File: config.mk
export PLATFORM = sky130hd
export DESIGN_NAME = delta_modulation_audio_encoder
export DESIGN_NICKNAME = d
export VERILOG_FILES = /design/src/hdl/dme_pkg.sv /design/src/hdl/dme_seq.sv /design/src/hdl/dme_dp.sv /design/src/hdl/delta_modulation_audio_encoder.sv
export SDC_FILE = /design/constraint.sdc
export NUM_CORES = 1
export LEC_CHECK = 0
export BUFFER_PORTS_ARGS = -buffer_cell sky130_fd_sc_hd__buf_2
export CAP_MARGIN = 20
export CORE_MARGIN = 3
export CORE_UTILIZATION = 56
export DETAILED_ROUTE_END_ITERATION = 12
export HOLD_SLACK_MARGIN = 0.15
export PLACE_DENSITY = 0.74
export SYNTH_ARGS = -nofsm -noshare
export SYNTH_HDL_FRONTEND = slang
export SYNTH_SLANG_ARGS = --single-unit
File: constraint.sdc
create_clock -name clk -period 4.5 [get_ports clk]
set_clock_uncertainty 0.05 [all_clocks]
set_input_delay 0 -clock clk [delete_from_list [all_inputs] [get_ports clk]]
set_output_delay 0 -clock clk [all_outputs]
set_load 0.005 [all_outputs]
File: src/hdl/dme_pkg.sv
// ----------------------------------------------------------------------------
// dme_pkg
// Shared types, constants and the control program for the delta modulation
// encoder: step codes, control word layout and the microcode table.
// ----------------------------------------------------------------------------
`default_nettype none

package dme_pkg;

  // field widths
  localparam int SAMPLE_W = 16;
  localparam int PCT_W    = 10;
  localparam int AMP_W    = 6;
  localparam int ACC_W    = 11;
  localparam int LVL_W    = 6;
  localparam int X_W      = 8;
  localparam int PROD_W   = 23;
  localparam int POS_W    = 3;
  localparam int BYTE_W   = 8;
  localparam int IDX_W    = 2;
  localparam int CDATA_W  = 10;

  // register indexes on the configuration port
  localparam logic [IDX_W-1:0] REG_OVERSAMPLE = 2'd0;
  localparam logic [IDX_W-1:0] REG_AMPLITUDE  = 2'd1;

  // register reset values and legal ranges
  localparam logic [PCT_W-1:0] PCT_RESET = 10'd100;
  localparam logic [PCT_W-1:0] PCT_MIN   = 10'd100;
  localparam logic [PCT_W-1:0] PCT_MAX   = 10'd1000;
  localparam logic [AMP_W-1:0] AMP_RESET = 6'd24;
  localparam logic [AMP_W-1:0] AMP_MIN   = 6'd2;
  localparam logic [AMP_W-1:0] AMP_MAX   = 6'd40;

  // rate accumulator
  localparam logic [ACC_W-1:0] ACC_RESET = 11'd99;
  localparam logic [ACC_W-1:0] ACC_UNIT  = 11'd100;

  // rounding of the scaled sample
  localparam logic signed [PROD_W-1:0] ROUND_BIAS = 23'sd16384;
  localparam int ROUND_SHIFT = 15;

  // level saturation limits
  localparam logic signed [LVL_W-1:0] LVL_MAX = 6'sd31;
  localparam logic signed [LVL_W-1:0] LVL_MIN = -6'sd32;

  // sequencer steps
  typedef enum logic [1:0] {
    STEP_WAIT  = 2'd0,
    STEP_SCALE = 2'd1,
    STEP_ROUND = 2'd2,
    STEP_EMIT  = 2'd3
  } step_t;

  // jump conditions
  typedef enum logic [1:0] {
    COND_ALWAYS    = 2'd0,
    COND_IN_FIRE   = 2'd1,
    COND_EMIT_LAST = 2'd2
  } cond_t;

  // datapath controls driven by one control word
  typedef struct packed {
    logic ld_sample;
    logic do_mul;
    logic do_round;
    logic do_emit;
  } ctrl_t;

  // datapath status back to the sequencer
  typedef struct packed {
    logic emit_fire;
    logic emit_last;
  } stat_t;

  // one microcode word: controls, jump condition and jump target
  typedef struct packed {
    ctrl_t ctrl;
    cond_t cond;
    step_t target;
  } ucode_t;

  // control program, one word per step; a step repeats until its condition holds
  function automatic ucode_t ucode_rom(input step_t step);
    ucode_t w;
    w = '0;
    case (step)
      STEP_WAIT: begin
        w.ctrl.ld_sample = 1'b1;
        w.cond           = COND_IN_FIRE;
        w.target         = STEP_SCALE;
      end
      STEP_SCALE: begin
        w.ctrl.do_mul = 1'b1;
        w.cond        = COND_ALWAYS;
        w.target      = STEP_ROUND;
      end
      STEP_ROUND: begin
        w.ctrl.do_round = 1'b1;
        w.cond          = COND_ALWAYS;
        w.target        = STEP_EMIT;
      end
      STEP_EMIT: begin
        w.ctrl.do_emit = 1'b1;
        w.cond         = COND_EMIT_LAST;
        w.target       = STEP_WAIT;
      end
      default: begin
        w.cond   = COND_ALWAYS;
        w.target = STEP_WAIT;
      end
    endcase
    return w;
  endfunction

endpackage

`default_nettype wire

File: src/hdl/dme_seq.sv
// ----------------------------------------------------------------------------
// dme_seq
// Microcode sequencer: step counter, control table read and conditional jump.
// ----------------------------------------------------------------------------
`default_nettype none

module dme_seq (
  input  wire             clk,
  input  wire             rst_n,
  input  wire             in_valid,
  output logic            in_stall,
  input  dme_pkg::stat_t  stat,
  output dme_pkg::ctrl_t  ctrl
);
  import dme_pkg::*;

  step_t  step_r;
  step_t  step_nxt;
  ucode_t word;
  logic   in_fire;
  logic   cond_ok;

  // control word of the current step
  always_comb begin
    word     = ucode_rom(step_r);
    ctrl     = word.ctrl;
    in_stall = !word.ctrl.ld_sample;
    in_fire  = in_valid && word.ctrl.ld_sample;
  end

  // jump condition and next step
  always_comb begin
    case (word.cond)
      COND_ALWAYS:    cond_ok = 1'b1;
      COND_IN_FIRE:   cond_ok = in_fire;
      COND_EMIT_LAST: cond_ok = stat.emit_fire && stat.emit_last;
      default:        cond_ok = 1'b0;
    endcase
    step_nxt = cond_ok ? word.target : step_r;
  end

  // step counter
  always_ff @(posedge clk) begin
    if (!rst_n) begin
      step_r <= STEP_WAIT;
    end else begin
      step_r <= step_nxt;
    end
  end

endmodule

`default_nettype wire

File: src/hdl/dme_dp.sv
// ----------------------------------------------------------------------------
// dme_dp
// Encoder datapath: configuration registers, sample scaling, rate
// accumulator, level tracker, bit packer and output register.
// ----------------------------------------------------------------------------
`default_nettype none

module dme_dp (
  input  wire                                   clk,
  input  wire                                   rst_n,
  input  dme_pkg::ctrl_t                        ctrl,
  output dme_pkg::stat_t                        stat,
  input  wire signed [dme_pkg::SAMPLE_W-1:0]    in_sample,
  input  wire                                   cfg_valid,
  output logic                                  cfg_ready,
  input  wire        [dme_pkg::IDX_W-1:0]       cfg_index,
  input  wire        [dme_pkg::CDATA_W-1:0]     cfg_data,
  output logic                                  out_valid,
  input  wire                                   out_stall,
  output logic                                  out_delta_bit,
  output logic       [7:0]                      out_decoded_level,
  output logic       [dme_pkg::BYTE_W-1:0]      out_code_byte,
  output logic                                  out_byte_ready,
  output logic                                  out_last
);
  import dme_pkg::*;

  logic        [PCT_W-1:0]    pct_r;
  logic        [AMP_W-1:0]    amp_r;
  logic        [PCT_W-1:0]    pct_wr;
  logic        [AMP_W-1:0]    amp_wr;

  logic signed [SAMPLE_W-1:0] sample_r;
  logic signed [PROD_W-1:0]   prod_r;
  logic signed [PROD_W-1:0]   prod_nxt;
  logic signed [PROD_W-1:0]   rsum;
  logic signed [X_W-1:0]      x_r;

  logic        [ACC_W-1:0]    acc_r;
  logic        [ACC_W-1:0]    acc_sub;
  logic signed [LVL_W-1:0]    lvl_r;
  logic signed [LVL_W-1:0]    lvl_nxt;
  logic        [BYTE_W-1:0]   shift_r;
  logic        [BYTE_W-1:0]   shift_with;
  logic        [POS_W-1:0]    pos_r;
  logic                       up;
  logic                       ready_bit;
  logic                       emit_fire;
  logic                       emit_last;

  logic                       out_valid_r;
  logic                       dbit_r;
  logic        [7:0]          dlvl_r;
  logic        [BYTE_W-1:0]   cbyte_r;
  logic                       bready_r;
  logic                       last_r;

  assign cfg_ready = 1'b1;

  // saturate register writes to their legal ranges
  always_comb begin
    pct_wr = cfg_data[PCT_W-1:0];
    if (pct_wr < PCT_MIN) pct_wr = PCT_MIN;
    if (pct_wr > PCT_MAX) pct_wr = PCT_MAX;
    amp_wr = cfg_data[AMP_W-1:0];
    if (amp_wr < AMP_MIN) amp_wr = AMP_MIN;
    if (amp_wr > AMP_MAX) amp_wr = AMP_MAX;
  end

  // configuration registers
  always_ff @(posedge clk) begin
    if (!rst_n) begin
      pct_r <= PCT_RESET;
      amp_r <= AMP_RESET;
    end else if (cfg_valid && cfg_ready) begin
      if (cfg_index == REG_OVERSAMPLE) pct_r <= pct_wr;
      if (cfg_index == REG_AMPLITUDE)  amp_r <= amp_wr;
    end
  end

  // scaling: multiply, then round and drop fifteen fraction bits
  assign prod_nxt = PROD_W'(sample_r * $signed({1'b0, amp_r}));
  assign rsum     = prod_r + ROUND_BIAS;

  always_ff @(posedge clk) begin
    if (ctrl.ld_sample) sample_r <= in_sample;
    if (ctrl.do_mul)    prod_r   <= prod_nxt;
    if (ctrl.do_round)  x_r      <= rsum[ROUND_SHIFT +: X_W];
  end

  // one delta bit: level step, packing and last flag
  always_comb begin
    emit_fire = ctrl.do_emit && (!out_valid_r || !out_stall);
    acc_sub   = acc_r - ACC_UNIT;
    emit_last = acc_sub < ACC_UNIT;
    up        = x_r >= $signed({{(X_W-LVL_W){lvl_r[LVL_W-1]}}, lvl_r});
    if (up) begin
      lvl_nxt = (lvl_r == LVL_MAX) ? LVL_MAX : lvl_r + 6'sd1;
    end else begin
      lvl_nxt = (lvl_r == LVL_MIN) ? LVL_MIN : lvl_r - 6'sd1;
    end
    shift_with = shift_r | (BYTE_W'(up) << pos_r);
    ready_bit  = pos_r == {POS_W{1'b1}};
  end

  assign stat.emit_fire = emit_fire;
  assign stat.emit_last = emit_last;

  // encoder state
  always_ff @(posedge clk) begin
    if (!rst_n) begin
      acc_r   <= ACC_RESET;
      lvl_r   <= '0;
      shift_r <= '0;
      pos_r   <= '0;
    end else if (ctrl.do_mul) begin
      acc_r <= acc_r + {1'b0, pct_r};
    end else if (emit_fire) begin
      acc_r   <= acc_sub;
      lvl_r   <= lvl_nxt;
      shift_r <= ready_bit ? '0 : shift_with;
      pos_r   <= pos_r + 3'd1;
    end
  end

  // output register, held while the far side stalls
  always_ff @(posedge clk) begin
    if (!rst_n) begin
      out_valid_r <= 1'b0;
    end else if (emit_fire) begin
      out_valid_r <= 1'b1;
    end else if (!out_stall) begin
      out_valid_r <= 1'b0;
    end
  end

  // decoded level is level*4+128: shift left two and flip the top bit
  always_ff @(posedge clk) begin
    if (emit_fire) begin
      dbit_r   <= up;
      dlvl_r   <= {~lvl_nxt[LVL_W-1], lvl_nxt[LVL_W-2:0], 2'b00};
      cbyte_r  <= shift_with;
      bready_r <= ready_bit;
      last_r   <= emit_last;
    end
  end

  assign out_valid         = out_valid_r;
  assign out_delta_bit     = dbit_r;
  assign out_decoded_level = dlvl_r;
  assign out_code_byte     = cbyte_r;
  assign out_byte_ready    = bready_r;
  assign out_last          = last_r;

`ifndef SYNTH
  // accumulator holds less than one bit's worth between samples
  a_acc_idle: assert property (@(posedge clk) disable iff (!rst_n)
    ctrl.ld_sample |-> acc_r < ACC_UNIT)
    else $error("rate accumulator not drained between samples");

  // a bit is only sent with at least one bit's worth in the accumulator
  a_acc_emit: assert property (@(posedge clk) disable iff (!rst_n)
    emit_fire |-> acc_r >= ACC_UNIT)
    else $error("delta bit sent from an empty accumulator");

  // a completed byte restarts packing
  a_byte_wrap: assert property (@(posedge clk) disable iff (!rst_n)
    (emit_fire && ready_bit) |=> (pos_r == '0) && (shift_r == '0))
    else $error("packer not cleared after a full byte");

  // level moves by one step or sits at a limit
  a_lvl_step: assert property (@(posedge clk) disable iff (!rst_n)
    emit_fire |=> (lvl_r == $past(lvl_r) + 1) || (lvl_r == $past(lvl_r) - 1)
      || ((lvl_r == LVL_MAX) && ($past(lvl_r) == LVL_MAX))
      || ((lvl_r == LVL_MIN) && ($past(lvl_r) == LVL_MIN)))
    else $error("level step out of range");
`endif

endmodule

`default_nettype wire

File: src/hdl/delta_modulation_audio_encoder.sv
// ----------------------------------------------------------------------------
// delta_modulation_audio_encoder
// One-bit delta modulation encoder: scales each sample, emits one to ten
// delta bits per sample and packs them into code bytes.
// ----------------------------------------------------------------------------
// flow: the wait step takes a sample, the scale and round steps register it,
//   then n = 1..10 bits are registered, one bit per cycle through the emit step
//   of the microcode sequencer, slower if out_stall; no sample is taken meanwhile
// reset: synchronous active-low rst_n returns registers to 100 / 24, the rate
//   accumulator to 99 and level, partial byte and bit position to zero
`default_nettype none

module delta_modulation_audio_encoder (
  input  wire                                 clk,
  input  wire                                 rst_n,
  input  wire                                 in_valid,
  output logic                                in_stall,
  input  wire signed [dme_pkg::SAMPLE_W-1:0]  in_sample,
  output logic                                out_valid,
  input  wire                                 out_stall,
  output logic                                out_delta_bit,
  output logic       [7:0]                    out_decoded_level,
  output logic       [dme_pkg::BYTE_W-1:0]    out_code_byte,
  output logic                                out_byte_ready,
  output logic                                out_last,
  input  wire                                 cfg_valid,
  output logic                                cfg_ready,
  input  wire        [dme_pkg::IDX_W-1:0]     cfg_index,
  input  wire        [dme_pkg::CDATA_W-1:0]   cfg_data
);
  import dme_pkg::*;

  ctrl_t ctrl;
  stat_t stat;

  // microcode sequencer
  dme_seq u_seq (
    .clk      (clk),
    .rst_n    (rst_n),
    .in_valid (in_valid),
    .in_stall (in_stall),
    .stat     (stat),
    .ctrl     (ctrl)
  );

  // datapath
  dme_dp u_dp (
    .clk               (clk),
    .rst_n             (rst_n),
    .ctrl              (ctrl),
    .stat              (stat),
    .in_sample         (in_sample),
    .cfg_valid         (cfg_valid),
    .cfg_ready         (cfg_ready),
    .cfg_index         (cfg_index),
    .cfg_data          (cfg_data),
    .out_valid         (out_valid),
    .out_stall         (out_stall),
    .out_delta_bit     (out_delta_bit),
    .out_decoded_level (out_decoded_level),
    .out_code_byte     (out_code_byte),
    .out_byte_ready    (out_byte_ready),
    .out_last          (out_last)
  );

endmodule

`default_nettype wire

Yosys cells after proc, flatten, opt, wreduce, memory -nomap -nowiden

Index checks and enable logic that the tools add are counted.

Word-level logic and storage cells: 75
Output and inout port bits: 22
Input bits: 33
Register bits after elaboration: 111

Multiply operators: 1
Equal/unequal tests: 10
Bitwise operators: 3
Mux-type cells: 18
Add/sub/neg operators: 6
$lt $le $gt $ge: 6
Reductions and logical operators: 14
Shift-type cells: 1

Operator list:

| operator                                                               | count |
|---|---|
| 6-bit two-way mux                                                      | 5 |
| 23-bit by 16-bit adder with 23-bit output (second input constant)      | 1 |
| 16-bit by 7-bit multiplier with 23-bit output                          | 1 |
| 11-bit two-way mux                                                     | 2 |
| 10-bit two-way mux                                                     | 2 |
| 4-bit one-hot mux with 4 select lines                                  | 1 |
| 6-bit == test (second input constant)                                  | 2 |
| 11-bit by 10-bit adder with 11-bit output                              | 1 |
| 11-bit by 7-bit < comparator with 1-bit output (second input constant) | 1 |
| 11-bit by 7-bit subtractor with 11-bit output (second input constant)  | 1 |
| 10-bit greater-than comparator (second input constant)                 | 1 |
| 10-bit by 7-bit < comparator with 1-bit output (second input constant) | 1 |
| 8-bit by 6-bit greater-or-equal comparator with 1-bit output           | 1 |
| 8-bit two-way mux                                                      | 1 |
| 8-bit OR                                                               | 1 |
| 1-bit by 3-bit << shifter with 8-bit output                            | 1 |
| 6-bit by 2-bit adder with 6-bit output (second input constant)         | 1 |
| 2-bit by 1-bit == test with 1-bit output (second input constant)       | 3 |
| 2-bit == test (second input constant)                                  | 3 |
| 6-bit greater-than comparator (second input constant)                  | 1 |
| 2-bit logical NOT                                                      | 3 |
| 6-bit by 2-bit < comparator with 1-bit output (second input constant)  | 1 |
| 1-bit two-way mux                                                      | 6 |
| 2-bit AND reduction                                                    | 3 |
| other kinds (10)                                                       | 15 |

Longest topological paths before layout

Gate-level depths: netlist (run 1).

Word-level depth: 5
Depth in mapped cells: 18
Mapped depth without buffers: 17

Hierarchy

From an unflattened synthesis (run 1), not the netlist that was laid out.

Cells, all modules: 808
Area total of the unflattened synthesis: 7912.6 um2

Modules (own cells, without submodules):

| module  | cells each | seq. area each (um2) | area an instance (um2) | times used |
|---|---|---|---|---|
| dme_dp  | 784        | 2402.3               | 7693.6                 | 1 |
| dme_seq | 24         | 40.0                 | 219.0                  | 1 |

Worst setup path before layout (run 1)

Ideal clock, no wire load.

Kind: register to register
Start: reg u_dp.amp_r[2]
End: reg u_dp.prod_r[22] (data pin)
Slack: -0.471 ns
Data arrival time: 4.666 ns
Stages on the path, launching flop included: 17
Library setup time: 0.255 ns
Path buffers: 1
Data required time: 4.195 ns
Period minus slack after synthesis: 4.971 ns
Cell sequence: dfxtp_1 > clkbuf_1 > and2_1 > fa_1 > fa_1 > fa_1 > inv_1 > fa_1 > inv_1 > ha_1 > and3_4 > a221oi_2 > o21ai_2 > o2111ai_4 > a31oi_4 > or4_1 > and3_1

Cells in the longest elaborated chain, start to end: 1

Ends and longest elaborated chain:

| element                                       | line         | RTL |
|---|---|---|
| from (decl)                                   | dme_dp.sv:29 | `logic [AMP_W-1:0] amp_r;` |
| from (signal assigned)                        | dme_dp.sv:77 | `if (cfg_index == REG_AMPLITUDE) amp_r <= amp_wr;` |
| 16-bit by 7-bit multiplier with 23-bit output | dme_dp.sv:82 | `assign prod_nxt = PROD_W'(sample_r * $signed({1'b0, amp_r}));` |
| named net u_dp.prod_nxt[22]                   | dme_dp.sv:35 | `logic signed [PROD_W-1:0] prod_nxt;` |
| to (signal assigned)                          | dme_dp.sv:87 | `if (ctrl.do_mul) prod_r <= prod_nxt;` |
| to (decl)                                     | dme_dp.sv:34 | `logic signed [PROD_W-1:0] prod_r;` |

The timed path passes the listed nets, and every way through them passes these cells.
A chain may end at the register's enable or synchronous reset.

Final worst setup path (run 1)

Start: reg u_dp.sample_r[9]
End: reg u_dp.prod_r[22] (data pin)

Cells in the longest elaborated chain, start to end: 1

Ends and longest elaborated chain:

| element                                       | line         | RTL |
|---|---|---|
| from (decl)                                   | dme_dp.sv:33 | `logic signed [SAMPLE_W-1:0] sample_r;` |
| from (signal assigned)                        | dme_dp.sv:86 | `if (ctrl.ld_sample) sample_r <= in_sample;` |
| 16-bit by 7-bit multiplier with 23-bit output | dme_dp.sv:82 |  |
| named net u_dp.prod_nxt[22]                   | dme_dp.sv:35 |  |

The timed path passes the listed nets, and every way through them passes these cells.

==> load_flow_metrics.sql, run 1 <==
INSERT INTO impl_metrics (metric_group, metric, value, unit) VALUES
('global_route', 'first_pass_grt_wire_length', '29600', 'µm'),
('critical_path', 'rr_endpoint', 'u_dp.prod_r[22]', ''),
('critical_path', 'critical_path_arrival', '4.88', 'ns'),
('layout', 'antenna_cells', '0', ''),
('logic_synthesis', 'synth_area', '7870', 'µm²'),
('status', 'failed_checks', 'negative setup slack', ''),
('min_path', 'min_delay_worst_endpoint', 'u_dp.amp_r[5]', ''),
('layout', 'final_layout_size_suffix_gt1_share', '17.7', '%'),
('critical_path', 'critical_path.top_delay_family', 'adder cells', ''),
('floorplanning', 'floorplan.rows', '42', ''),
('layout', 'area.growth.synth_to_final', '21.4', '%'),
('routing', 'met1Wirelength', '7180', 'µm'),
('routing', 'wl', '17000', 'µm'),
('global_route', 'first_global_vias', '6446', ''),
('cts', 'worst_skew_pair.late_latency', '0.36', 'ns'),
('global_route', 'global_route.overflow_total', '0', ''),
('power_and_ir_drop', 'totalPowerFinal', '5.96', 'mW'),
('logic_synthesis', 'main_combinational_cell_family_by_area_after_synthesis', 'adder cells', ''),
('sta', 'relSlewSlack', '33.0', '%'),
('routing', 'routed-via-count', '6310', ''),
('routing', 'avgViaCountPerCell', '5.65', ''),
('global_route', 'global_route_usage_over_all_layers', '22.7', '%'),
('sta', 'setup_repair_after_global_routing_missed_its_margin', 'true', ''),
('sta', 'final.setup.worst_slack', '-0.314', 'ns'),
('global_route', 'number_of_antenna_violations_at_the_first_check_in_global_routing', '0', ''),
('power_and_ir_drop', 'clkPwrFrac', '13.2', '%'),
('logic_synthesis', 'post_synth_inst_count', '794', ''),
('logic_synthesis', 'synth.top_cells.by_area', 'edfxtp_1 19%, fa_1 17%, dfxtp_1 12%', ''),
('status', 'run_status', 'complete, but fails checks', ''),
('cts', 'clk_pin_slew', '0.08', 'ns'),
('critical_path', 'timing.critical_path.fanout_max', '5', ''),
('place', 'preCtsSetupSlack', '-0.442', 'ns'),
('min_path', 'worst_hold_path.num_cells', '4', ''),
('logic_synthesis', 'synth-adder-area-share', '29.0', '%'),
('logic_synthesis', 'synth-seq-cells', '97', ''),
('routing', 'total_length_of_routed_met2_wires', '8730', 'µm'),
('routing', 'top_layer', 'met4', ''),
('critical_path', 'category_of_the_critical_setup_timing_path', 'reg2reg', ''),
('place', 'placed_cell_area', '8650', 'µm²'),
('logic_synthesis', 'muxShareOfSynthArea', '0.763', '%'),
('power_and_ir_drop', 'net-switching-power', '2.53', 'mW'),
('logic_synthesis', 'synth-async-reset-ratio', '0', '%'),
('place', 'gp_routability_congestion', '0.947', ''),
('critical_path', 'timing.critical_path.required', '4.56', 'ns'),
('logic_synthesis', 'yosys.area_share.simple', '17.7', '%'),
('critical_path', 'crit-reg2reg-launch', 'u_dp.sample_r[9]', ''),
('sta', 'achievable-frequency', '208', 'MHz'),
('critical_path', 'end_kind', 'flop', ''),
('logic_synthesis', 'post-synth-top-area-fraction', '19.1', '%'),
('routing', 'drtPass1Iterations', '5', ''),
('floorplanning', 'initial_utilization', '58.3', '%'),
('logic_synthesis', 'yosysSeqAreaShare', '31.0', '%'),
('power_and_ir_drop', 'p_seq_share', '24.8', '%'),
('place', 'hpwl', '12500', 'µm'),
('critical_path', 'cp_startpoint_kind', 'flop', ''),
('critical_path', 'worstPathCellList', 'and2_4 > fa_1 > fa_2 > fa_1 > inv_1 > fa_1 > inv_1 > ha_1 > and3_4 > a221oi_4 > o21ai_2 > o2111ai_4 > a31oi_4 > or4_1 > and3_1', ''),
('power_and_ir_drop', 'cellLeakagePower', '4.43', 'nW'),
('floorplanning', 'ioPinCount', '55', ''),
('logic_synthesis', 'synth_compound_gate_area_share', '12.4', '%'),
('sta', 'setup_viol_count_final', '8', ''),
('logic_synthesis', 'ys.flop_type', 'edfxtp_1', ''),
('power_and_ir_drop', 'ir_worst_vdd', '0.000312', 'V'),
('sta', 'final_max_slew_viol_count', '0', ''),
('power_and_ir_drop', 'p_sw_share', '42.5', '%'),
('place', 'dp.cells', '1049', ''),
('critical_path', 'cp_slowest_cell', 'fa_1', ''),
('cts', 'clock-root-buffer', 'clkbuf_16', ''),
('critical_path', 'rrSetupSlack', '-0.31', 'ns'),
('logic_synthesis', 'synth_enable_flop_cells', '50', ''),
('min_path', 'holdCritPathClass', 'in2reg', ''),
('sta', 'timing_worst_slew_pin_value', '1.00', 'ns');
area by class of cell:
type | instances | area (µm²)
Sequential cell | 97 | 2450
Tap cell | 176 | 220
Fill cell | 954 | 3950
Clock buffer | 9 | 225
Inverter | 87 | 327
Multi-Input combinational cell | 590 | 5150
Clock inverter | 7 | 78.8
Timing Repair Buffer | 150 | 1110
Yosys cell counts, drive strengths merged, types with 6 or more instances:
library cell and instances:
and2 81, xnor2 24, ha 75, a31oi 8, edfxtp 50, a21oi 41
nor2 44, nand4 9, fa 67, nand3 15, dfxtp 47, nor3 13
mux2i 6, a21o 18, xor2 10, nand2 66, and3 14, o21ai 17
inv 86, clkbuf 16
worst reg2reg max path, stage by stage, from the launching register on:
cell	delay (ns)
edfxtp_1	0.45
and2_4	0.18
fa_1	0.57
fa_2	0.45
fa_1	0.48
inv_1	0.05
fa_1	0.47
inv_1	0.05
ha_1	0.28
and3_4	0.18
a221oi_4	0.27
o21ai_2	0.12
o2111ai_4	0.23
a31oi_4	0.12
or4_1	0.46
and3_1	0.18
cell families after synthesis:
group | Yosys count
flops | 97
fa+ha+maj | 142
mux | 6
buf+inv | 108
compound gates | 137
simple gates | 268
xor+xnor | 34
other cells | 2
power by group through the flow:
stage          sequential [mW]  clock, mW  combinational (mW)
6_report                  1.47      0.789                3.69
5_1_grt                   1.51      0.839                4.18
4_1_cts                   1.47      0.809                3.66
3_5_place_dp              1.49          0                3.41
3_3_place_gp              1.48          0                3.26
2_1_floorplan             1.44          0                2.53
cells in the final DEF, fill, tap and decap left out, types with 5 or more instances in the layout:
master | Yosys | final
nand2_1 | 66 | 66
buf_4 | 3 | 54
edfxtp_1 | 50 | 50
nand4_1 | 9 | 9
xnor2_1 | 24 | 24
and3_1 | 13 | 13
clkbuf_16 | 0 | 9
inv_1 | 85 | 83
nor3_1 | 13 | 11
a31oi_1 | 7 | 7
o21ai_0 | 14 | 14
dlygate4sd3_1 | 0 | 43
ha_1 | 75 | 73
dfxtp_1 | 47 | 44
a21oi_1 | 40 | 37
mux2i_1 | 6 | 6
and2_4 | 0 | 9
buf_2 | 1 | 51
and2_1 | 81 | 72
a211oi_1 | 5 | 5
xor2_1 | 10 | 10
nor2_1 | 44 | 44
a21o_1 | 18 | 18
nand3_1 | 15 | 14
fa_1 | 67 | 65
registers in the layout (all words and copies together) (netlist names), 8 cells and up:
| register | cells |
|---|---|
| u_dp.sample_r | 16 |
| u_dp.acc_r | 11 |
| u_dp.pct_r | 10 |
| u_dp.prod_r | 9 |
| u_dp.out_code_byte | 8 |
| u_dp.shift_r | 8 |
| u_dp.x_r | 8 |
how the worst max path moves through the flow:
stage / depth (start not counted) / to / startpoint
2_1_floorplan: 16 / u_dp.prod_r[22] / u_dp.amp_r[1]
3_3_place_gp: 13 / u_dp.prod_r[22] / u_dp.sample_r[15]
3_5_place_dp: 15 / u_dp.prod_r[22] / u_dp.sample_r[8]
4_1_cts: 15 / u_dp.prod_r[22] / u_dp.sample_r[8]
5_1_grt: 15 / u_dp.prod_r[22] / u_dp.sample_r[9]
6_report: 15 / u_dp.prod_r[22] / u_dp.sample_r[9]
metrics by stage:
stage,TNS (ns),hold WS (ns),util [%]
2_1_floorplan,-0.360,0.0489,-
3_3_place_gp,-1.06,0.127,64.1
3_5_place_dp,-1.65,0.128,64.1
4_1_cts,-1.01,0.153,70.6
5_1_grt,-2.93,0.239,70.8
6_report,-1.31,0.206,70.8
per-layer routing:
metal  GRT usage (%)  vias to the layer above
met5               0                        -
met4            6.77                        0
met3            4.03                       43
met2            41.1                      195
met1            27.6                     3073
li1                -                     2999
what timing repair did:
item                                    in CTS  in global routing
hold buffers                                43                  0
cloned                                       0                  0
gates resized for setup                     22                  3
endpoints found under the setup margin       8                  9
buffers inserted                             8                  2
endpoints found under the hold margin       44                  0
pin swaps                                   29                 17
No activity file was read; power rests on OpenSTA's default activity.
==> inputs of run 2 (changes only) <==
--- a/config.mk
+++ b/config.mk
@@ -8,10 +8,11 @@
 export BUFFER_PORTS_ARGS = -buffer_cell sky130_fd_sc_hd__buf_2
 export CAP_MARGIN = 20
 export CORE_MARGIN = 3
-export CORE_UTILIZATION = 56
+export CORE_UTILIZATION = 57
+export CTS_BUF_LIST = sky130_fd_sc_hd__clkbuf_8
 export DETAILED_ROUTE_END_ITERATION = 12
 export HOLD_SLACK_MARGIN = 0.15
-export PLACE_DENSITY = 0.74
+export PLACE_DENSITY = 0.75
 export SYNTH_ARGS = -nofsm -noshare
 export SYNTH_HDL_FRONTEND = slang
 export SYNTH_SLANG_ARGS = --single-unit
==> load_flow_metrics.sql, run 2 (synthesis results as in run 1) <==
INSERT INTO impl_metrics (metric_group, metric, value, unit) VALUES
('global_route', 'first_global_vias', '6507', ''),
('layout', 'layout_top_registers', 'u_dp.sample_r x16, u_dp.acc_r x11, u_dp.pct_r x10', ''),
('place', 'dp.cells', '1047', ''),
('floorplanning', 'design.die.area', '15300', 'µm²'),
('critical_path', 'critical_path_arrival', '5.10', 'ns'),
('floorplanning', 'fp.dieW', '124', 'µm'),
('layout', 'area.growth.synth_to_final', '21.2', '%'),
('critical_path', 'cp_startpoint_kind', 'flop', ''),
('layout', 'filler_cell_count', '970', ''),
('critical_path', 'cp_slowest_cell', 'fa_1', ''),
('sta', 'achievable-frequency', '200', 'MHz'),
('cts', 'ctsLongestPathBuffers', '2', ''),
('cts', 'number_of_clock_buffers_inserted_by_tritoncts', '9', ''),
('power_and_ir_drop', 'cellLeakagePower', '4.40', 'nW'),
('global_route', 'number_of_antenna_violations_at_the_first_check_in_global_routing', '0', ''),
('sta', 'timing_worst_slew_pin_value', '0.963', 'ns'),
('global_route', 'first_pass_grt_wire_length', '29700', 'µm'),
('status', 'run_status', 'complete, but fails checks', ''),
('routing', 'wl', '17600', 'µm'),
('cts', 'worst_skew_pair.late_latency', '0.39', 'ns'),
('layout', 'largest_register', 'u_dp.sample_r', ''),
('routing', 'routed-via-count', '6304', ''),
('place', 'gp_routability_congestion', '0.884', ''),
('sta', 'final.setup.worst_slack', '-0.502', 'ns'),
('layout', 'antenna_cells', '0', ''),
('floorplanning', 'die_height', '124', 'µm'),
('sta', 'min_tclk_post_route', '5.00', 'ns'),
('cts', 'tritoncts', 'yes', ''),
('routing', 'antenna_violating_nets_post_route', '0', ''),
('layout', 'final_layout_size_suffix_gt1_share', '17.7', '%'),
('critical_path', 'timing.critical_path.required', '4.60', 'ns'),
('place', 'placement.io_buffers', '51', ''),
('cts', 'clock_sink_count', '97', ''),
('layout', 'postLayoutCoreUtil', '71.2', '%'),
('routing', 'avgViaCountPerCell', '5.61', ''),
('critical_path', 'crit_path_frequent_cell', 'fa_1', ''),
('routing', 'drt_iter0_markers', '477', ''),
('status', 'failed_checks', 'negative setup slack', ''),
('routing', 'routedWlPerCell', '15.7', 'µm'),
('layout', 'final_cell_mix', '82 x inv_1, 73 x and2_1, 70 x ha_1', ''),
('cts', 'clk_pin_slew', '0.11', 'ns'),
('floorplanning', 'ioPinCount', '55', ''),
('layout', 'layout_commonest_cell', 'inv_1', ''),
('critical_path', 'cp.buffers_inverters', '3', ''),
('sta', 'finalHoldViolCount', '0', ''),
('global_route', 'global_route_usage_over_all_layers', '24.4', '%'),
('floorplanning', 'design.core.area', '13400', 'µm²'),
('cts', 'cts_htree_levels', '3', ''),
('global_route', 'largest_net_degree_at_the_start_of_global_routing', '33', ''),
('layout', 'largest_register_ff_count', '16', ''),
('critical_path', 'critical_path.top_delay_family', 'adder cells', ''),
('sta', 'final_max_slew_viol_count', '0', ''),
('global_route', 'global_route.overflow_total', '0', ''),
('critical_path', 'end_kind', 'flop', ''),
('place', 'hpwl', '12400', 'µm'),
('layout', 'layoutNonFillerInstCount', '1123', ''),
('critical_path', 'slowest_delay', '0.54', 'ns'),
('critical_path', 'rrSetupSlack', '-0.50', 'ns'),
('critical_path', 'worstPathCellList', 'buf_4 > and2_1 > fa_1 > fa_1 > fa_1 > inv_2 > fa_1 > inv_1 > ha_2 > a21o_1 > a221oi_4 > o21ai_2 > o2111ai_4 > a31oi_4 > or4_1 > and3_1', ''),
('sta', 'setup_viol_count_final', '8', ''),
('power_and_ir_drop', 'power.density', '605', 'nW/µm²'),
('layout', 'post_layout_net_count', '1117', ''),
('routing', 'drc_errors', '0', ''),
('floorplanning', 'floorplan.rows', '42', ''),
('power_and_ir_drop', 'clkPwrFrac', '9.6', '%'),
('sta', 'finalCritPeriodShare', '111', '%'),
('power_and_ir_drop', 'totalPowerFinal', '5.78', 'mW'),
('power_and_ir_drop', 'p_sw_share', '43.6', '%'),
('critical_path', 'timing.critical_path.fanout_max', '4', ''),
('power_and_ir_drop', 'power_report.internal_total', '3.26', 'mW'),
('routing', 'drtPass1Iterations', '5', ''),
('critical_path', 'category_of_the_critical_setup_timing_path', 'reg2reg', ''),
('sta', 'setup_repair_after_global_routing_missed_its_margin', 'true', ''),
('sta', 'relSlewSlack', '35.6', '%'),
('cts', 'clock-root-buffer', 'clkbuf_8', ''),
('power_and_ir_drop', 'p_seq_share', '25.5', '%'),
('flow_run', 'timing.max_cap.violations', '0', ''),
('power_and_ir_drop', 'ir_worst_vdd', '0.000342', 'V'),
('power_and_ir_drop', 'proportion_of_power_drawn_by_combinational_gates', '64.9', '%'),
('floorplanning', 'initial_utilization', '58.8', '%'),
('min_path', 'holdCritPathClass', 'in2reg', ''),
('power_and_ir_drop', 'net-switching-power', '2.52', 'mW');
run 2: worst register-to-register path, stage by stage (launching register included):
cell	delay, ns
edfxtp_1	0.44
buf_4	0.16
and2_1	0.16
fa_1	0.48
fa_1	0.47
fa_1	0.54
inv_2	0.04
fa_1	0.46
inv_1	0.04
ha_2	0.17
a21o_1	0.22
a221oi_4	0.31
o21ai_2	0.13
o2111ai_4	0.24
a31oi_4	0.13
or4_1	0.54
and3_1	0.18
run 2: final timing paths:
check / cells past startpoint / startpoint / endpoint
max: 16 / u_dp.sample_r[6] / u_dp.prod_r[22]
min: 2 / in_sample[9] / u_dp.sample_r[9]
max reg2reg: 16 / u_dp.sample_r[6] / u_dp.prod_r[22]
min reg2reg: 2 / u_dp.pct_r[3] / u_dp.pct_r[3]
run 2: layout make-up:
type	instances	area (µm²)	share of cell area [%]
Multi-Input combinational cell	590	5180	54.3
Sequential cell	97	2450	25.6
Timing Repair Buffer	157	1190	12.4
Inverter	87	327	3.42
Tap cell	176	220	2.31
Clock buffer	9	124	1.30
Clock inverter	7	55.1	0.577
run 2: layer usage:
layer / GRT usage [%] / routed length [µm] / vias to the layer above
met5: 0 / 0 / -
met2: 44.0 / 9010 / 178
li1: - / - / 3012
met4: 7.96 / 480 / 0
met3: 4.44 / 689 / 57
met1: 29.5 / 7450 / 3057
run 2: power groups by stage:
stage / Combinational, mW / Clock, mW / Sequential (mW)
after floorplan: 2.53 / 0 / 1.44
after global placement: 3.25 / 0 / 1.48
after detailed placement: 3.40 / 0 / 1.49
after CTS: 3.58 / 0.566 / 1.47
after global routing: 4.24 / 0.599 / 1.51
final: 3.75 / 0.552 / 1.47
run 2: repair_timing:
item                                   CTS  global route
setup endpoints to repair                8             9
endpoints found under the hold margin   45             0
resized for setup                       11            20
hold buffers                            53             0
pin swaps                               20            21
buffers inserted                         3             5
cloned                                   0             0
run 2: stage by stage:
stage	hold slack [ns]	TNS, ns	worst slack, ns	instance area [µm²]
floorplan	0.0489	-0.360	-0.301	7940
CTS	0.233	-1.35	-0.402	9440
global route	0.259	-3.61	-0.618	9540
global placement	0.126	-1.07	-0.352	8640
finish	0.259	-2.63	-0.502	9540
detailed placement	0.128	-1.98	-0.495	8640
==> inputs of run 3 (changes only) <==
--- a/config.mk
+++ b/config.mk
@@ -5,14 +5,15 @@
 export SDC_FILE = /design/constraint.sdc
 export NUM_CORES = 1
 export LEC_CHECK = 0
+export ABC_AREA = 1
 export BUFFER_PORTS_ARGS = -buffer_cell sky130_fd_sc_hd__buf_2
 export CAP_MARGIN = 20
 export CORE_MARGIN = 3
-export CORE_UTILIZATION = 57
+export CORE_UTILIZATION = 58
 export CTS_BUF_LIST = sky130_fd_sc_hd__clkbuf_8
 export DETAILED_ROUTE_END_ITERATION = 12
 export HOLD_SLACK_MARGIN = 0.15
-export PLACE_DENSITY = 0.75
+export PLACE_DENSITY = 0.76
 export SYNTH_ARGS = -nofsm -noshare
 export SYNTH_HDL_FRONTEND = slang
 export SYNTH_SLANG_ARGS = --single-unit
==> constraint.sdc (replaced) <==
create_clock -name clk -period 4.5 [get_ports clk]
set_clock_uncertainty 0.05 [all_clocks]
set_input_delay 0.9 -clock clk [delete_from_list [all_inputs] [get_ports clk]]
set_output_delay 0.9 -clock clk [all_outputs]
set_load 0.005 [all_outputs]
==> load_flow_metrics.sql, run 3 <==
INSERT INTO impl_metrics (metric_group, metric, value, unit) VALUES
('cts', 'clock-root-buffer', 'clkbuf_8', ''),
('cts', 'clk_pin_slew', '0.10', 'ns'),
('routing', 'drc_errors', '0', ''),
('power_and_ir_drop', 'power.density', '637', 'nW/µm²'),
('global_route', 'global_route_usage_over_all_layers', '22.6', '%'),
('cts', 'worst_skew_pair.late_latency', '0.39', 'ns'),
('logic_synthesis', 'post-synth-top-area-fraction', '17.4', '%'),
('logic_synthesis', 'synthDistinctLibCells', '45', ''),
('cts', 'post_cts_hold_buffer_count', '0', ''),
('layout', 'antenna_cells', '0', ''),
('layout', 'area.growth.synth_to_final', '10.2', '%'),
('routing', 'routedWlPerCell', '13.0', 'µm'),
('routing', 'avgViaCountPerCell', '5.19', ''),
('critical_path', 'category_of_the_critical_setup_timing_path', 'reg2reg', ''),
('flow_run', 'timing.max_cap.violations', '0', ''),
('floorplanning', 'floorplan.rows', '43', ''),
('critical_path', 'crit_start', 'u_dp.sample_r[9]', ''),
('floorplanning', 'design.die.area', '16400', 'µm²'),
('critical_path', 'end_kind', 'flop', ''),
('logic_synthesis', 'post_synth_inst_count', '1097', ''),
('layout', 'final_layout_size_suffix_gt1_share', '12.7', '%'),
('min_path', 'holdCritPathClass', 'reg2reg', ''),
('logic_synthesis', 'synth.top_cells.by_area', 'edfxtp_1 17%, fa_1 16%, dfxtp_1 11%', ''),
('routing', 'drt_iter0_markers', '415', ''),
('sta', 'timing_worst_slew_pin_value', '0.900', 'ns'),
('cts', 'tritoncts', 'yes', ''),
('critical_path', 'timing.critical_path.required', '4.60', 'ns'),
('floorplanning', 'initial_utilization', '60.8', '%'),
('critical_path', 'slowest_delay', '0.55', 'ns'),
('status', 'run_status', 'finished, final reports clean', ''),
('critical_path', 'critical_path_arrival', '4.44', 'ns'),
('logic_synthesis', 'synth-seq-cells', '97', ''),
('logic_synthesis', 'synth_area', '8640', 'µm²'),
('layout', 'largest_register_ff_count', '16', ''),
('sta', 'min_tclk_post_route', '4.33', 'ns'),
('cts', 'clock_sink_count', '97', ''),
('floorplanning', 'design.core.area', '14200', 'µm²'),
('min_path', 'hold_start', 'u_dp.shift_r[3]', ''),
('place', 'preCtsSetupSlack', '-0.0238', 'ns'),
('critical_path', 'cp.buffers_inverters', '4', ''),
('critical_path', 'critical_path.top_delay_family', 'adder cells', ''),
('floorplanning', 'fp.dieW', '128', 'µm'),
('critical_path', 'worstPathCellList', 'nand2_1 > inv_1 > fa_1 > fa_1 > fa_1 > inv_1 > fa_1 > inv_1 > ha_1 > nand2_2 > nor4_2 > buf_4 > nand2_1 > nand2_2 > nand2_1 > nand3_1 > nand2_1', ''),
('logic_synthesis', 'syn-mean-instance-area', '7.87', 'µm²'),
('routing', 'routed-via-count', '6997', ''),
('sta', 'finalCritPeriodShare', '96.3', '%'),
('cts', 'cts_htree_levels', '3', ''),
('layout', 'postLayoutCoreUtil', '67.0', '%'),
('global_route', 'first_global_vias', '6827', ''),
('logic_synthesis', 'synth_top_area_cell', 'edfxtp_1', ''),
('layout', 'largest_register', 'u_dp.sample_r', ''),
('cts', 'ctsLongestPathBuffers', '2', ''),
('logic_synthesis', 'yosysSeqAreaShare', '28.3', '%'),
('critical_path', 'crit-reg2reg-launch', 'u_dp.sample_r[9]', ''),
('global_route', 'number_of_antenna_violations_at_the_first_check_in_global_routing', '0', ''),
('power_and_ir_drop', 'cellLeakagePower', '5.09', 'nW'),
('critical_path', 'cp_slowest_cell', 'fa_1', ''),
('routing', 'drtPass1Iterations', '5', ''),
('routing', 'antenna_violating_nets_post_route', '0', ''),
('global_route', 'largest_net_degree_at_the_start_of_global_routing', '34', ''),
('sta', 'finalHoldViolCount', '0', ''),
('layout', 'post_layout_net_count', '1339', ''),
('logic_synthesis', 'synth-async-reset-ratio', '0', '%'),
('sta', 'final.setup.worst_slack', '0.165', 'ns'),
('routing', 'wl', '17600', 'µm'),
('sta', 'setup_repair_after_global_routing_missed_its_margin', 'true', ''),
('sta', 'tns', '0', 'ns'),
('layout', 'final_cell_mix', '246 x inv_1, 246 x nand2_1, 74 x ha_1', ''),
('sta', 'setup_viol_count_final', '0', ''),
('global_route', 'global_route.overflow_total', '0', ''),
('logic_synthesis', 'post-synth-top-count-cell', 'nand2_1', ''),
('logic_synthesis', 'ys.flop_type', 'edfxtp_1', ''),
('logic_synthesis', 'synth_enable_flop_cells', '50', ''),
('place', 'gp_routability_congestion', '0.936', ''),
('place', 'placement.io_buffers', '51', ''),
('logic_synthesis', 'ys_top_cells_by_count', '249 x nand2_1, 244 x inv_1, 75 x ha_1, 70 x a21oi_1, 67 x fa_1', ''),
('power_and_ir_drop', 'ir_worst_vdd', '0.000274', 'V'),
('place', 'hpwl', '14000', 'µm'),
('sta', 'relSlewSlack', '40.0', '%'),
('critical_path', 'timing.critical_path.fanout_max', '5', ''),
('cts', 'number_of_clock_buffers_inserted_by_tritoncts', '9', ''),
('global_route', 'first_pass_grt_wire_length', '30300', 'µm'),
('layout', 'layout_top_registers', 'u_dp.sample_r x16, u_dp.acc_r x11, u_dp.pct_r x10', ''),
('sta', 'final_max_slew_viol_count', '0', ''),
('sta', 'achievable-frequency', '231', 'MHz'),
('logic_synthesis', 'synth.yosys.warnings', '0', ''),
('floorplanning', 'ioPinCount', '55', ''),
('floorplanning', 'die_height', '128', 'µm'),
('critical_path', 'cp_startpoint_kind', 'flop', '');
[run 3: changes by cell type after synthesis, sizes merged, moves of 6 or more]
cell   before  now
nand2      66  261
inv        86  249
and2       81    1
o21ai      17   54
a21oi      41   73
nand3      15   47
xnor2      24    5
a21o       18    4
and3       14    0
nand4       9   23
nor2       44   52
xor2       10   18
buf         5   11
mux2i       6    0
[run 3: stage by stage]
stage               total power, mW  hold WS (ns)  cell area [µm²]  cells
floorplan                      4.35         0.385             8640   1098
global placement               5.22         0.393             9170   1322
detailed placement             5.30         0.409             9170   1322
CTS                            5.87         0.425             9350   1338
global route                   6.76         0.443             9520   1349
finish                         6.06         0.422             9520   1349
[run 3: what timing repair did]
action | 4_1_cts | 5_1_grt
setup buffers | 0 | 11
resized for setup | 2 | 20
pin swaps | 0 | 2
setup endpoints to repair | 3 | 6
gates cloned | 0 | 0
[run 3: metal layers]
metal	up-vias	wire [µm]	global-route usage, %
li1	3580	-	-
met5	-	0	0
met2	184	8460	39.5
met4	0	310	6.74
met3	23	823	3.54
met1	3210	7960	29.0
[run 3: cell type report]
type / instances / area [µm²]
Multi-Input combinational cell: 726 / 5210
Fill cell: 1222 / 4690
Sequential cell: 97 / 2450
Inverter: 250 / 938
Timing Repair Buffer: 80 / 510
Tap cell: 180 / 225
Clock buffer: 10 / 138
Clock inverter: 6 / 45.0
[run 3: kinds of logic after synthesis]
group | synth area share, %
buf+inv | 12.3
fa+ha+maj | 26.4
simple gates | 21.0
other cells | 0.0869
xor+xnor | 2.33
compound gates | 9.62
flops | 28.3
[run 3: worst paths after layout]
kind / cells after the start / endpoint / slack, ns
worst max-delay path: 17 / u_dp.prod_r[18] / 0.17
worst min-delay path: 2 / u_dp.shift_r[3] / 0.42
worst max register to register: 17 / u_dp.prod_r[18] / 0.17
worst min register to register: 2 / u_dp.shift_r[3] / 0.42
[run 3: tightest hold or removal path, stage by stage (launching register included)]
cell     delay, ns
dfxtp_1       0.32
inv_1         0.06
a21oi_1       0.06
[run 3: power by group]
part	switching [mW]	internal, mW	total, mW
clock network	0.341	0.222	0.563
registers	0.198	1.29	1.49
logic	2.46	1.55	4.01
total	3.00	3.06	6.06
